### src/rtl/ssds_pkg.sv
// Types, constants and helper functions of the servo sweep dwell sequencer.
package ssds_pkg;

   localparam int POS_W      = 16;
   localparam int COUNT_W    = 8;
   localparam int CMP_W      = 12;
   localparam int CSR_DATA_W = 16;
   localparam int CSR_IDX_W  = 3;

   typedef enum logic [1:0] {
      MODE_COLLECT,
      MODE_TO_INSERT,
      MODE_INSERT,
      MODE_TO_COLLECT
   } mode_type;

   typedef enum logic [CSR_IDX_W-1:0] {
      CSR_POS_LOW,
      CSR_POS_HIGH,
      CSR_RAMP_STEP,
      CSR_INSERT_DWELL,
      CSR_COLLECT_DWELL,
      CSR_INSERT_HOLD,
      CSR_COLLECT_HOLD,
      CSR_UNUSED
   } csr_index_type;

   typedef struct packed {
      logic [POS_W-1:0]   pos_low;
      logic [POS_W-1:0]   pos_high;
      logic [POS_W-1:0]   ramp_step;
      logic [COUNT_W-1:0] insert_dwell;
      logic [COUNT_W-1:0] collect_dwell;
      logic [COUNT_W-1:0] insert_hold;
      logic [COUNT_W-1:0] collect_hold;
   } cfg_type;

   localparam cfg_type CFG_RESET = '{
      pos_low:       16'd2559,
      pos_high:      16'd3519,
      ramp_step:     16'd32,
      insert_dwell:  8'd40,
      collect_dwell: 8'd10,
      insert_hold:   8'd12,
      collect_hold:  8'd4
   };

   localparam logic [POS_W-1:0]   CMP_ZERO_BELOW = 16'd2240;
   localparam logic [POS_W-1:0]   CMP_MIN        = 16'd2560;
   localparam logic [POS_W-1:0]   CMP_MAX        = 16'd3520;
   localparam logic [COUNT_W-1:0] COUNT_MAX      = '1;
   localparam logic [POS_W-1:0]   POS_MAX        = '1;

   function automatic logic [CMP_W-1:0] clamp_compare(input logic [POS_W-1:0] p);
      logic [CMP_W-1:0] res;
      if (p < CMP_ZERO_BELOW) begin
         res = '0;
      end else if (p < CMP_MIN) begin
         res = CMP_MIN[CMP_W-1:0];
      end else if (p > CMP_MAX) begin
         res = CMP_MAX[CMP_W-1:0];
      end else begin
         res = p[CMP_W-1:0];
      end
      return res;
   endfunction

endpackage

### src/rtl/servo_sweep_dwell_sequencer_unit.sv
// Servo sweep dwell sequencer: one tick request in, one servo state response out.
//
// Usage:
//   Each request on req_ carries one PWM-period tick with the wanted end
//   position (req_target_insert). Each request yields exactly one response
//   on rsp_ with the mode, the drive enable, the compare value and the raw
//   position after that tick.
//   The response is valid on the cycle after the request is taken.
//   Throughput is one request per cycle while no response waits under
//   rsp_stall; the single update step between the state registers and
//   the response register sets that figure.
//   A request is taken while the response register is empty or being
//   drained in the same cycle, so req_stall follows rsp_stall only while a
//   response is waiting.
//   The csr_ port writes one setting per cycle with no wait; write only
//   while no request is in flight.
//   Reset (synchronous) returns all settings to their defaults, the mode to
//   collect, and the dwell count, position and compare value to zero; the
//   response register is emptied.
module servo_sweep_dwell_sequencer_unit (
   input  logic                            clock,
   input  logic                            reset,
   input  logic                            req_valid,
   output logic                            req_stall,
   input  logic                            req_target_insert,
   output logic                            rsp_valid,
   input  logic                            rsp_stall,
   output logic [1:0]                      rsp_mode,
   output logic                            rsp_drive_enable,
   output logic [ssds_pkg::CMP_W-1:0]      rsp_pulse_compare,
   output logic [ssds_pkg::POS_W-1:0]      rsp_position,
   input  logic                            csr_wr_en,
   input  logic [ssds_pkg::CSR_IDX_W-1:0]  csr_index,
   input  logic [ssds_pkg::CSR_DATA_W-1:0] csr_wr_data
);
   import ssds_pkg::*;

   cfg_type             cfg_ff;
   mode_type            mode_ff, mode_in;
   logic [COUNT_W-1:0]  dwell_ff, dwell_in;
   logic [POS_W-1:0]    pos_ff, pos_in;
   logic [CMP_W-1:0]    cmp_ff, cmp_in;
   logic                drive_in;

   logic                rsp_valid_ff;
   logic [1:0]          rsp_mode_ff;
   logic                rsp_drive_ff;
   logic [CMP_W-1:0]    rsp_cmp_ff;
   logic [POS_W-1:0]    rsp_pos_ff;

   logic                req_take;

   assign req_stall = rsp_valid_ff & rsp_stall;
   assign req_take  = req_valid & ~req_stall;

   // settings
   always_ff @(posedge clock) begin
      if (reset) begin
         cfg_ff <= CFG_RESET;
      end else if (csr_wr_en) begin
         case (csr_index_type'(csr_index))
            CSR_POS_LOW:       cfg_ff.pos_low       <= csr_wr_data;
            CSR_POS_HIGH:      cfg_ff.pos_high      <= csr_wr_data;
            CSR_RAMP_STEP:     cfg_ff.ramp_step     <= csr_wr_data;
            CSR_INSERT_DWELL:  cfg_ff.insert_dwell  <= csr_wr_data[COUNT_W-1:0];
            CSR_COLLECT_DWELL: cfg_ff.collect_dwell <= csr_wr_data[COUNT_W-1:0];
            CSR_INSERT_HOLD:   cfg_ff.insert_hold   <= csr_wr_data[COUNT_W-1:0];
            CSR_COLLECT_HOLD:  cfg_ff.collect_hold  <= csr_wr_data[COUNT_W-1:0];
            default: begin
            end
         endcase
      end
   end

   // one tick update
   always_comb begin
      mode_type           mode_t;
      logic [COUNT_W-1:0] dwell_t;
      logic [POS_W:0]     sum;

      mode_t  = mode_ff;
      dwell_t = dwell_ff;
      case (mode_ff)
         MODE_COLLECT: begin
            if (dwell_ff >= cfg_ff.collect_dwell && req_target_insert) begin
               mode_t = MODE_TO_INSERT;
            end
         end
         MODE_TO_INSERT: begin
            if (pos_ff <= cfg_ff.pos_low) begin
               mode_t  = MODE_INSERT;
               dwell_t = '0;
            end
         end
         MODE_INSERT: begin
            if (dwell_ff >= cfg_ff.insert_dwell && !req_target_insert) begin
               mode_t = MODE_TO_COLLECT;
            end
         end
         default: begin
            if (pos_ff >= cfg_ff.pos_high) begin
               mode_t  = MODE_COLLECT;
               dwell_t = '0;
            end
         end
      endcase

      sum      = {1'b0, pos_ff} + {1'b0, cfg_ff.ramp_step};
      pos_in   = pos_ff;
      dwell_in = dwell_t;
      case (mode_t)
         MODE_COLLECT: begin
            pos_in = cfg_ff.pos_high;
            if (dwell_t != COUNT_MAX) dwell_in = dwell_t + 1'b1;
         end
         MODE_TO_INSERT: begin
            pos_in = (pos_ff >= cfg_ff.ramp_step) ? pos_ff - cfg_ff.ramp_step : '0;
         end
         MODE_INSERT: begin
            pos_in = cfg_ff.pos_low;
            if (dwell_t != COUNT_MAX) dwell_in = dwell_t + 1'b1;
         end
         default: begin
            pos_in = sum[POS_W] ? POS_MAX : sum[POS_W-1:0];
         end
      endcase
      mode_in = mode_t;

      if ((mode_t == MODE_COLLECT && dwell_in > cfg_ff.collect_hold) ||
          (mode_t == MODE_INSERT && dwell_in > cfg_ff.insert_hold)) begin
         drive_in = 1'b0;
         cmp_in   = cmp_ff;
      end else begin
         drive_in = 1'b1;
         cmp_in   = clamp_compare(pos_in);
      end
   end

   always_ff @(posedge clock) begin
      if (reset) begin
         mode_ff      <= MODE_COLLECT;
         dwell_ff     <= '0;
         pos_ff       <= '0;
         cmp_ff       <= '0;
         rsp_valid_ff <= 1'b0;
      end else begin
         if (req_take) begin
            mode_ff  <= mode_in;
            dwell_ff <= dwell_in;
            pos_ff   <= pos_in;
            cmp_ff   <= cmp_in;
         end
         if (req_take) begin
            rsp_valid_ff <= 1'b1;
         end else if (!rsp_stall) begin
            rsp_valid_ff <= 1'b0;
         end
      end
   end

   // response payload
   always_ff @(posedge clock) begin
      if (req_take) begin
         rsp_mode_ff  <= mode_in;
         rsp_drive_ff <= drive_in;
         rsp_cmp_ff   <= cmp_in;
         rsp_pos_ff   <= pos_in;
      end
   end

   assign rsp_valid         = rsp_valid_ff;
   assign rsp_mode          = rsp_mode_ff;
   assign rsp_drive_enable  = rsp_drive_ff;
   assign rsp_pulse_compare = rsp_cmp_ff;
   assign rsp_position      = rsp_pos_ff;

endmodule

### config.mk
export PLATFORM = sky130hd
export DESIGN_NAME = servo_sweep_dwell_sequencer_unit
export DESIGN_NICKNAME = d
export VERILOG_FILES = /design/src/rtl/ssds_pkg.sv /design/src/rtl/servo_sweep_dwell_sequencer_unit.sv
export SDC_FILE = /design/constraint.sdc
export NUM_CORES = 1
export LEC_CHECK = 0
export BUFFER_PORTS_ARGS = -buffer_cell sky130_fd_sc_hd__buf_4
export CAP_MARGIN = 20
export CORE_MARGIN = 5
export CORE_UTILIZATION = 50
export DETAILED_ROUTE_END_ITERATION = 6
export PLACE_DENSITY = 0.68
export SYNTH_ARGS = -nofsm -noshare
export SYNTH_HDL_FRONTEND = slang
export SYNTH_SLANG_ARGS = --single-unit
### constraint.sdc
create_clock -name clock -period 6.5 [get_ports clock]
set_input_delay 0.325 -clock clock [delete_from_list [all_inputs] [get_ports clock]]
set_output_delay 0.325 -clock clock [all_outputs]
set_load 0.03 [all_outputs]
* After elaboration in Yosys (flattened, before gate mapping)
Index checks and enable logic that the tools add are counted.
** Operators by class
- Equal/unequal tests :: 12
- Bitwise logic cells :: 3
- Reductions and logical operators :: 18
- Mux-type cells :: 20
- Add/sub/neg operators :: 3
- Order comparisons :: 10
** Operators by type and width (count)
- 12-bit 2-to-1 mux :: 4
- 16-bit one-hot mux with 3 select lines :: 1
- 16-bit greater-or-equal comparator :: 2
- 16-bit by 12-bit less-than comparator with 1-bit output (second input constant) :: 2
- 16-bit 2-to-1 mux :: 2
- 8-bit 2-to-1 mux :: 4
- 16-bit by 16-bit adder with 17-bit output :: 1
- 8-bit greater-or-equal comparator :: 2
- 16-bit by 12-bit > comparator with 1-bit output (second input constant) :: 1
- 8-bit > comparator :: 2
- 16-bit less-or-equal comparator :: 1
- 8-bit one-hot mux with 2 select lines :: 1
- 16-bit subtractor :: 1
- 2-bit AND reduction :: 7
- 3-bit equality test (second input constant) :: 3
- 8-bit by 1-bit adder with 8-bit output (second input constant) :: 1
- 2-bit 2-to-1 mux :: 4
- 8-bit inequality test (second input constant) :: 1
- 3-bit by 2-bit equality test with 1-bit output (second input constant) :: 2
- 2-bit one-hot mux with 3 select lines :: 1
- 2-bit by 1-bit equality test with 1-bit output (second input constant) :: 2
- 2-bit equality test (second input constant) :: 2
- 1-bit logical AND :: 4
- 2-bit logical NOT :: 2
- 9 further kinds :: 13
** Word-level totals
- Output and inout port bits :: 33
- Register bits after elaboration :: 150
- Input bits :: 25

* Depth between registers and ports, before layout
Gate-level depths: netlist of run 1.
- Word-level depth :: 11
- Mapped depth :: 28
- Depth with buffers taken out :: 25

* Least setup slack after synthesis of run 1
No wires, ideal clock.
- Path type :: reg2reg
- Start point :: register cfg_ff[79] in the netlist's numbering
- End point :: register rsp_cmp_ff[4] (netlist: rsp_pulse_compare[4]), data pin
- Path buffers :: 3
- Cell stages (with the launch flop) :: 28
- Clock period less this slack :: 5484 ps
- Library setup time :: 266 ps
- Data arrival time :: 5218 ps
- Path slack :: 1016 ps
- Cells stage by stage :: dfxtp_1 inv_1 ha_1 nand4_1 nor4_1 and4_1 a311o_1 buf_2 nand3_1 and2_1 ha_1 and3_1 nor2b_1 a31oi_1 mux2_2 ha_1 nor2b_1 o21a_1 o21a_1 o21ai_0 a21oi_1 o21ai_0 a21oi_1 clkbuf_1 clkinv_1 clkbuf_1 nand2_1 o22ai_1
** On the way
- Longest elaborated chain between the ends :: 10
- Elaborated cells on any way between the ends :: 26
- Classes of those cells :: add/sub: 1; order compare: 6; eq/ne: 3; mux: 11; reduce/logical: 5
** Ends and longest elaborated chain
- start: declaration :: RTL line servo_sweep_dwell_sequencer_unit.sv:38 : cfg_type cfg_ff;
- 16-bit less-or-equal comparator * :: RTL line servo_sweep_dwell_sequencer_unit.sv:90 : if (pos_ff <= cfg_ff.pos_low) begin
- 8-bit 2-to-1 mux or 2-bit 2-to-1 mux (tied branches) :: RTL line servo_sweep_dwell_sequencer_unit.sv:90
- 8-bit one-hot mux with 2 select lines or 2-bit one-hot mux with 3 select lines (tied branches) :: RTL line servo_sweep_dwell_sequencer_unit.sv:83 : case (mode_ff)
- 8-bit by 1-bit adder with 8-bit output, or another cell as far along :: RTL line servo_sweep_dwell_sequencer_unit.sv:114, servo_sweep_dwell_sequencer_unit.sv:121
- 8-bit 2-to-1 mux or 2-bit OR reduction (tied branches)
- 8-bit 2-to-1 mux *
- net dwell_in[1] :: RTL line servo_sweep_dwell_sequencer_unit.sv:40 : logic [COUNT_W-1:0] dwell_ff, dwell_in;
- 8-bit > comparator (on tied branches) :: RTL line servo_sweep_dwell_sequencer_unit.sv:129, servo_sweep_dwell_sequencer_unit.sv:130
- 1-bit logical AND (on tied branches) :: RTL line servo_sweep_dwell_sequencer_unit.sv:129, servo_sweep_dwell_sequencer_unit.sv:130
- 1-bit logical OR * :: RTL line servo_sweep_dwell_sequencer_unit.sv:129 : if ((mode_t == MODE_COLLECT && dwell_in > cfg_ff.collect_hold) ||
- 12-bit 2-to-1 mux * :: RTL line servo_sweep_dwell_sequencer_unit.sv:129
- net cmp_in[4] :: RTL line servo_sweep_dwell_sequencer_unit.sv:42 : logic [CMP_W-1:0] cmp_ff, cmp_in;
- end signal: assignment :: RTL line servo_sweep_dwell_sequencer_unit.sv:166 : rsp_cmp_ff <= cmp_in;
- end: declaration :: RTL line servo_sweep_dwell_sequencer_unit.sv:48 : logic [CMP_W-1:0] rsp_cmp_ff;
Mark *: on every way through the listed nets, which the timed path passes. The rest lies on a longest branch.
A chain may end at the register's enable or synchronous reset.

* Worst setup path in the final report of run 1
- Start point :: register cfg_ff[76] in the netlist's numbering
- End point :: register rsp_cmp_ff[11] (netlist: rsp_pulse_compare[11]), data pin
The elaborated chain is that of the path after synthesis.

==> impl_metrics.py, run 1 <==
metrics = {
    "status": {
        "status": "complete, no violations",
    },
    "worst_setup_path": {
        "slowest_delay_ns": 0.39,
        "worstSetupPathType": "reg2reg",
        "startpoint_type": "flop",
        "worstPathCellList": "inv_1 > ha_1 > nand4_1 > nor4_2 > and4_1 > a311o_1 > nand3_1 > and2_1 > ha_1 > and3_1 > nor2b_1 > a31oi_2 > nand4_1 > xor2_1 > ha_1 > nand2_1 > nor3_1 > a211oi_1 > o21ai_0 > a21oi_1 > clkinvlp_4 > nor2_1 > a31oi_1",
        "cp_common_cell": "ha_1",
        "r2r_start": "cfg_ff[76]",
        "worstPathArrival_ns": 6.19,
        "path_buf_inv": 2,
        "slowest_stage": "nor4_2",
        "crit_path_start": "cfg_ff[76]",
        "cp_max_fo": 17,
        "cp-end-kind": "flop",
        "worstPathRequired_ns": 6.67,
        "critPathTopFamily": "simple AND/OR/NAND/NOR gates",
    },
    "finish": {
        "area_growth_pct": 13.2,
        "fin_nets": 1339,
        "final_area_mm2": 0.0108,
        "drive_gt1_frac": 0.107,
        "diodes": 0,
    },
    "floorplanning": {
        "fp.dieW_um": 148,
        "dieArea_mm2": 0.0219,
        "die_h_um": 148,
        "io_pins": 58,
        "rows": 50,
        "initial_core_util": 0.508,
        "coreArea_mm2": 0.0187,
    },
    "logic_synthesis": {
        "ys_top_cells_by_count": "nand2_1, a21oi_1, dfxtp_1",
        "yosysMostFrequentCell": "nand2_1",
        "synth_seq_cells": 150,
        "yosysWarnings": 0,
        "ys_types": 80,
        "synth_top_cell_by_area": "dfxtp_1",
        "synthesis.area_mm2": 0.00951,
        "synth_nets": 1302,
        "synthFlopType": "dfxtp_1",
        "synth_edf_count": 31,
        "yosysSeqAreaShare": 0.349,
        "syn_avg_cell_area_um2": 8.07,
        "synth_top_area_share": 0.251,
        "async_reset_ff_frac": 0,
        "synth.area.top_cells": "dfxtp_1, ha_1, edfxtp_1, nand2_1, a21oi_1",
        "synthCells": 1178,
    },
    "detailed_routing": {
        "num_vias": 8830,
        "drtIter0Drc": 724,
        "drtAntennaViolNets": 0,
        "wl_per_cell_um": 19.8,
        "drc": 0,
        "drt-vias-per-instance": 6.04,
        "wl_um": 28900,
        "dr.pass1.iters": 5,
    },
    "clocking": {
        "cts_hold_buf": 0,
        "cts_tree": "built",
        "cts_buffer_depth": 2,
        "cts_num_sinks": 150,
        "postCtsSetupBuffers": 0,
        "root_buffer": "clkbuf_16",
        "clock_latency_ns": 0.44,
        "cts.clk_slew.worst_paths_ns": 0.07,
        "numCtsBuffers": 17,
        "cts_max_level": 4,
    },
    "sta": {
        "finalCritPeriodShare": 0.927,
        "finalSetupViolCount": 0,
        "drv_slew": 0,
        "fmaxAchievable_mhz": 166,
        "fin_ws_ns": 0.477,
        "hold_violations": 0,
        "min_period_ns": 6.02,
        "fin_skew_ns": 0.0103,
        "finalSetupTns_ns": 0,
        "rsz0062_at_grt": "no",
        "worstMarginPinSlew_ns": 1.14,
        "maxSlewHeadroom": 0.237,
    },
    "job": {
        "maxCapViolCount": 0,
    },
    "power_and_ir_drop": {
        "irDropWorstVdd_mv": 0.219,
        "power.density_mw_per_mm2": 337,
        "p_leak_nw": 4.48,
    },
    "min_path": {
        "hp-class": "in2reg",
        "hold_start": "req_valid",
    },
    "placed_design": {
        "portBuffers": 57,
        "dp_hpwl_um": 21100,
        "place.gp.congestion": 0.967,
        "placed_cell_area_mm2": 0.0101,
        "place_worst_setup_slack_ns": 0.379,
    },
    "global_route": {
        "antenna_found_initial": 0,
        "grt_overflow": 0,
        "grt_pass1_vias": 8263,
        "grt_pass1_wl_um": 45900,
        "grt_start_max_net_pins": 89,
        "grt.total_usage": 0.266,
    },
}
[layer usage]
layer | part of all wire | wire [µm] | GRT usage | vias to the layer above
met5 | 0 | 0 | 0 | -
met4 | 0.030 | 854 | 0.0993 | 0
met3 | 0.075 | 2170 | 0.0411 | 57
met2 | 0.46 | 13400 | 0.433 | 344
met1 | 0.43 | 12500 | 0.360 | 4188
li1 | - | - | - | 4241
[registers in the layout, summed over array words and instances, names as in the netlist]
register,flops
cfg_ff,80
pos_ff,16
rsp_position,16
cmp_ff,12
rsp_pulse_compare,12
dwell_ff,8
mode_ff,2
rsp_mode,2
rsp_drive_enable,1
rsp_valid,1
[path summary, 6_finish.rpt]
check,cells past startpoint,endpoint,slack (ns)
max,23,rsp_pulse_compare[11],0.48
min,3,rsp_valid,0.11
max reg2reg,23,rsp_pulse_compare[11],0.48
min reg2reg,2,cfg_ff[23],0.45
[where the power goes]
group	internal (W)	switching, W
combinational	0.000509	0.000950
sequential	0.00109	0.0000745
clock	0.000521	0.000487
[stage by stage]
stage,hold WS [ns],cells,util,total power (W)
after floorplan,0.436,1178,-,0.00215
after global placement,0.443,1430,0.541,0.00259
after detailed placement,0.447,1430,0.541,0.00260
after CTS,0.102,1462,0.574,0.00361
after global routing,0.141,1462,0.575,0.00381
final,0.105,1462,0.575,0.00363
[tightest hold or removal path: stages]
cell and delay (ns):
buf_4 0.08, nor2_1 0.04, nor2_1 0.07
[kinds of logic (layout without fill, tap and decap cells)]
logic type	count (synthesis)	after routing	share of synthesized area
AO/OA/AOI/OAI	322	322	0.228
buffers and inverters	158	208	0.0633
XOR/XNOR	27	27	0.0249
flip-flops	150	150	0.349
adder cells (fa/ha/maj)	102	102	0.135
AND/OR/NAND/NOR	412	412	0.192
multiplexers	7	7	0.00829
[cell usage in the layout, fill, tap and decap left out, types with 16 or more instances in the layout]
cell / instances
nand2b_1: 16
buf_4: 70
nor2_1: 74
xnor2_1: 22
clkbuf_16: 17
nor2b_1: 17
nand3_1: 35
nor3_1: 16
inv_1: 103
a21oi_1: 124
a211oi_1: 23
dfxtp_1: 119
o21ai_0: 34
edfxtp_1: 31
ha_1: 97
o211ai_1: 22
nand2_1: 210
[cell type report]
| class | instances | area [µm²] |
|---|---|---|
| Timing Repair Buffer | 70 | 526 |
| Clock inverter | 15 | 183 |
| Clock buffer | 17 | 425 |
| Sequential cell | 150 | 3310 |
| Fill cell | 1779 | 7940 |
| Inverter | 106 | 402 |
| Tap cell | 234 | 293 |
| Multi-Input combinational cell | 870 | 5620 |
[repair_timing]
action / 4_1_cts / 5_1_grt
gates resized for setup: 0 / 5
endpoints found under the hold margin: 0 / 0
setup endpoints to repair: 0 / 19
No activity file was read; power rests on OpenSTA's default activity.
==> run 2, diff against run 1 <==
--- a/config.mk
+++ b/config.mk
@@ -5,12 +5,12 @@
 export SDC_FILE = /design/constraint.sdc
 export NUM_CORES = 1
 export LEC_CHECK = 0
-export BUFFER_PORTS_ARGS = -buffer_cell sky130_fd_sc_hd__buf_4
 export CAP_MARGIN = 20
 export CORE_MARGIN = 5
 export CORE_UTILIZATION = 50
 export DETAILED_ROUTE_END_ITERATION = 6
-export PLACE_DENSITY = 0.68
+export DONT_BUFFER_PORTS = 1
+export SKIP_LAST_GASP = 1
 export SYNTH_ARGS = -nofsm -noshare
 export SYNTH_HDL_FRONTEND = slang
 export SYNTH_SLANG_ARGS = --single-unit
==> run 2 against run 1 <==
Net effect:
- count of clock-buffer cells in the layout is the same
- critical path type unchanged
- clock skew grew 0.00083 ns
- maximum frequency shrank 3.2%
- highest routed layer unchanged
- power shrank 1.4%
==> impl_metrics.py, run 2 (same netlist as run 1, synthesis figures left out) <==
metrics = {
    "power_and_ir_drop": {
        "irDropWorstVdd_mv": 0.220,
        "power.density_mw_per_mm2": 345,
        "p_leak_nw": 4.24,
    },
    "detailed_routing": {
        "drt-vias-per-instance": 6.03,
        "drc": 0,
        "drtAntennaViolNets": 0,
        "wl_per_cell_um": 21.1,
        "num_vias": 8523,
        "wl_um": 29800,
        "dr.pass1.iters": 6,
        "drtIter0Drc": 896,
    },
    "min_path": {
        "hold_start": "req_valid",
        "hp-class": "in2reg",
        "holdPathEnd": "rsp_valid",
        "hold_path_depth": 2,
    },
    "floorplanning": {
        "fp.dieW_um": 148,
        "initial_core_util": 0.508,
        "rows": 50,
        "dieArea_mm2": 0.0219,
        "io_pins": 58,
        "coreArea_mm2": 0.0187,
        "die_h_um": 148,
    },
    "global_route": {
        "grt_pass1_vias": 8015,
        "grt_overflow": 0,
        "grt_pass1_wl_um": 46200,
        "antenna_found_initial": 1,
        "grt_start_max_net_pins": 87,
        "grt.total_usage": 0.272,
    },
    "job": {
        "maxCapViolCount": 0,
    },
    "clocking": {
        "cts_max_level": 4,
        "cts_num_sinks": 150,
        "cts.clk_slew.worst_paths_ns": 0.07,
        "root_buffer": "clkbuf_16",
        "clock_latency_ns": 0.44,
        "cts_tree": "built",
        "cts_buffer_depth": 2,
        "numCtsBuffers": 17,
    },
    "sta": {
        "fin_skew_ns": 0.0111,
        "finalCritPeriodShare": 0.957,
        "min_period_ns": 6.22,
        "hold_violations": 0,
        "fmaxAchievable_mhz": 161,
        "finalSetupViolCount": 0,
        "hold_slack_ns": 0.0135,
        "maxSlewHeadroom": 0.286,
        "drv_slew": 0,
        "worstMarginPinSlew_ns": 1.06,
    },
    "finish": {
        "regMostFlops": "cfg_ff",
        "final_cells": 1413,
        "fillers": 1772,
        "area_growth_pct": 9.12,
        "layout_common_cells": "nand2_1, a21oi_1, dfxtp_1",
        "drive_gt1_frac": 0.0646,
        "utilization": 0.555,
        "final_common_cell": "nand2_1",
        "fin_nets": 1288,
        "largest_reg_flops": 80,
    },
    "worst_setup_path": {
        "worstReg2RegEnd": "cmp_ff[5]",
        "worstSetupPathType": "reg2reg",
        "worstPathRequired_ns": 6.84,
        "rrSetupSlack_ns": 0.28,
        "cp_max_fo": 15,
        "worstPathArrival_ns": 6.56,
        "r2r_start": "cfg_ff[78]",
        "reg2reg_depth": 26,
        "cp-end-kind": "flop",
        "startpoint_type": "flop",
    },
    "placed_design": {
        "place.gp.congestion": 0.940,
        "dp_hpwl_um": 21800,
        "dp_cells": 1377,
        "portBuffers": 0,
    },
    "status": {
        "status": "complete, no violations",
    },
}
==> run 2: timing repair <==
action / 4_1_cts / 5_1_grt
endpoints found under the setup margin: 0 / 13
endpoints found under the hold margin: 86 / 0
buffers inserted: 0 / 0
resized for setup: 0 / 2
hold buffers: 2 / 0
==> run 2: metal layers <==
| metal | track usage | wire length (µm) |
|---|---|---|
| met5 | 0 | 0 |
| met2 | 0.446 | 13900 |
| met4 | 0.0827 | 766 |
| met1 | 0.362 | 13200 |
| met3 | 0.0582 | 1890 |
==> run 2: power breakdown <==
part	switching [W]	internal [W]	total, W
Clock	0.000453	0.000576	0.00103
Sequential	0.000188	0.00109	0.00128
Combinational	0.000816	0.000451	0.00127
==> run 2: worst max path at each step <==
stage,from,end,slack [ns],cells after the start
4_1_cts,pos_ff[13],rsp_pulse_compare[7],0.28,24
5_1_grt,cfg_ff[78],cmp_ff[5],-0.03,26
3_5_place_dp,pos_ff[13],rsp_pulse_compare[7],0.31,24
2_1_floorplan,cfg_ff[79],rsp_pulse_compare[4],1.02,27
6_report,cfg_ff[78],cmp_ff[5],0.28,26
3_3_place_gp,cfg_ff[79],rsp_pulse_compare[11],0.48,25
==> run 2: per-stage QoR <==
step,setup TNS [ns],area [µm²],total power [W],worst slack (ns)
after CTS,0,10400,0.00356,0.280
after global placement,0,9730,0.00252,0.477
final,0,10400,0.00358,0.281
after floorplan,0,9510,0.00215,1.02
after global routing,-0.0757,10400,0.00375,-0.0301
after detailed placement,0,9730,0.00252,0.312
==> run 2: critical path, cell delays in order, from the launching register on <==
cell and delay [ns]:
dfxtp_1 0.36, inv_1 0.06, ha_1 0.31, nand4_1 0.18, nor4_1 0.55, and4_1 0.32
a311o_1 0.20, nand3_1 0.22, and2_1 0.29, ha_1 0.24, and3_1 0.22, nor2b_1 0.14
a31oi_1 0.43, nand4_1 0.22, nor2_1 0.17, xnor2_1 0.21, ha_1 0.31, a21o_1 0.16
a21o_1 0.17, a21oi_1 0.18, o21ai_0 0.11, o211ai_1 0.10, a21oi_1 0.14, nor2_1 0.26
buf_4 0.26, nand2_1 0.07, o41ai_1 0.25
==> run 2: final cells by class <==
class | count | area [µm²] | area share
Antenna cell | 2 | 5.00 | 0.000482
Timing Repair Buffer | 19 | 165 | 0.0159
Tap cell | 234 | 293 | 0.0282
Clock buffer | 17 | 425 | 0.0410
Inverter | 106 | 402 | 0.0387
Clock inverter | 15 | 165 | 0.0159
Sequential cell | 150 | 3310 | 0.319
Multi-Input combinational cell | 870 | 5610 | 0.540
==> run 3, diff against run 2 <==
--- a/config.mk
+++ b/config.mk
@@ -6,6 +6,7 @@
 export NUM_CORES = 1
 export LEC_CHECK = 0
 export CAP_MARGIN = 20
+export CORE_ASPECT_RATIO = 1.4
 export CORE_MARGIN = 5
 export CORE_UTILIZATION = 50
 export DETAILED_ROUTE_END_ITERATION = 6
==> run 3 against run 2 <==
Net effect:
- die area increased by 0.17%
- non-clock buffer count is 13 higher
- power shrank 0.41%
- largest cell class unchanged
==> impl_metrics.py, run 3 (same netlist as run 1, synthesis figures left out) <==
metrics = {
    "detailed_routing": {
        "drt-vias-per-instance": 5.89,
        "wl_per_cell_um": 21.3,
        "drtAntennaViolNets": 0,
        "drtIter0Drc": 692,
        "drc": 0,
        "dr.pass1.iters": 7,
        "num_vias": 8452,
        "wl_um": 30600,
    },
    "finish": {
        "area_growth_pct": 10.3,
        "layout_common_cells": "nand2_1, a21oi_1, dfxtp_1",
        "final_common_cell": "nand2_1",
        "largest_reg_flops": 80,
        "diodes": 0,
        "drive_gt1_frac": 0.0681,
        "fillers": 1740,
        "final_cells": 1434,
        "fin_nets": 1301,
        "regMostFlops": "cfg_ff",
    },
    "sta": {
        "fin_skew_ns": 0.0127,
        "maxSlewHeadroom": 0.191,
        "fmaxAchievable_mhz": 164,
        "fin_ws_ns": 0.419,
        "min_period_ns": 6.08,
        "worstMarginPinSlew_ns": 1.21,
        "finalCritPeriodShare": 0.936,
        "rsz0062_at_grt": "no",
        "hold_violations": 0,
        "finalSetupTns_ns": 0,
        "drv_slew": 0,
        "finalSetupViolCount": 0,
    },
    "min_path": {
        "hp-class": "in2reg",
    },
    "floorplanning": {
        "io_pins": 58,
        "die_h_um": 173,
        "rows": 59,
        "initial_core_util": 0.509,
        "dieArea_mm2": 0.0219,
        "fp.dieW_um": 127,
        "coreArea_mm2": 0.0187,
    },
    "global_route": {
        "grt_start_max_net_pins": 87,
        "grt_pass1_wl_um": 47000,
        "antenna_found_initial": 0,
        "grt_pass1_vias": 8230,
        "grt_overflow": 0,
        "grt.total_usage": 0.276,
    },
    "worst_setup_path": {
        "slowest_delay_ns": 0.48,
        "startpoint_type": "flop",
        "slowest_stage": "nor4_1",
        "worstSetupPathType": "reg2reg",
        "cp_max_fo": 11,
        "rrSetupSlack_ns": 0.42,
        "critPathTopFamily": "simple AND/OR/NAND/NOR gates",
        "cp-end-kind": "flop",
        "worstPathArrival_ns": 6.41,
        "worstPathRequired_ns": 6.83,
        "path_buf_inv": 3,
        "cp_common_cell": "ha_1",
    },
    "placed_design": {
        "place.gp.congestion": 0.957,
        "dp_hpwl_um": 22800,
        "portBuffers": 0,
        "dp_cells": 1392,
        "place_worst_setup_slack_ns": 0.496,
    },
    "power_and_ir_drop": {
        "comb_power_share": 0.364,
        "swShare": 0.410,
        "power.switching_w": 0.00146,
        "p_clk_frac": 0.276,
        "p_int_w": 0.00210,
        "irDropWorstVdd_mv": 0.174,
        "power_frac_seq": 0.359,
        "p_leak_nw": 4.29,
        "power.density_mw_per_mm2": 340,
    },
    "clocking": {
        "cts_max_level": 4,
        "cts_num_sinks": 150,
        "cts_tree": "built",
        "clock_latency_ns": 0.43,
        "cts_buffer_depth": 2,
        "cts.clk_slew.worst_paths_ns": 0.07,
        "root_buffer": "clkbuf_16",
        "numCtsBuffers": 17,
    },
    "job": {
        "maxCapViolCount": 0,
    },
    "status": {
        "status": "complete, no violations",
    },
}
run 3: cell type report:
class | count | area (µm²) | share of cell area
clock buffer | 18 | 429 | 0.0409
clock inverter | 14 | 160 | 0.0153
inverter | 106 | 402 | 0.0383
multi-input combinational | 870 | 5600 | 0.534
sequential | 150 | 3310 | 0.316
tap | 244 | 305 | 0.0291
timing repair buffer | 32 | 275 | 0.0263
run 3: worst reg2reg max path, cell delays in order, from the launching register on:
cell	delay (ns)
dfxtp_1	0.40
inv_1	0.06
ha_1	0.27
nand4_1	0.18
nor4_1	0.48
a21bo_2	0.30
a311o_1	0.37
buf_4	0.18
and3_1	0.23
nor2_1	0.18
ha_1	0.21
and3_1	0.21
nor2b_1	0.14
a31oi_1	0.20
nand4_1	0.21
nor2_1	0.08
xnor2_1	0.28
ha_1	0.30
nand3_1	0.10
nor3_1	0.08
a211oi_1	0.26
o21ai_0	0.13
a21oi_1	0.43
buf_4	0.25
nand2b_1	0.26
nand3_1	0.12
o31ai_1	0.10
run 3: routing by layer:
metal  GRT usage  vias to the layer above  share of wire
met5           0                        -              0
met4       0.123                        0          0.044
met3      0.0414                       70          0.041
met2       0.506                      226           0.52
met1       0.312                     3990           0.40
li1            -                     4166              -
run 3: per-stage QoR:
stage / hold slack [ns] / power, W / area (µm²) / util
6_report: 0.0177 / 0.00356 / 10500 / 0.561
5_1_grt: 0.0110 / 0.00374 / 10500 / 0.561
4_1_cts: 0.00219 / 0.00356 / 10500 / 0.560
3_5_place_dp: 0.410 / 0.00255 / 9780 / 0.524
3_3_place_gp: 0.413 / 0.00255 / 9780 / 0.524
2_1_floorplan: 0.436 / 0.00215 / 9510 / -
run 3: path summary, 6_finish.rpt:
path,startpoint,end,depth (start not counted)
worst min-delay path,csr_wr_data[6],cfg_ff[14],2
worst min register to register,cfg_ff[28],cfg_ff[28],2
worst max-delay path,cfg_ff[76],cmp_ff[0],26
worst max register to register,cfg_ff[76],cmp_ff[0],26
run 3: timing repair:
action	CTS	global route
hold buffers	8	0
hold endpoints to repair	86	0
resized for setup	0	1
setup endpoints to repair	0	7
buffers inserted	0	1
run 3: power groups by stage:
| stage | registers, W | clock network [W] | logic (W) |
|---|---|---|---|
| after floorplan | 0.00127 | 0 | 0.000876 |
| after global placement | 0.00130 | 0 | 0.00125 |
| after detailed placement | 0.00130 | 0 | 0.00125 |
| after CTS | 0.00128 | 0.00101 | 0.00127 |
| after global routing | 0.00129 | 0.00104 | 0.00140 |
| final | 0.00128 | 0.000985 | 0.00130 |
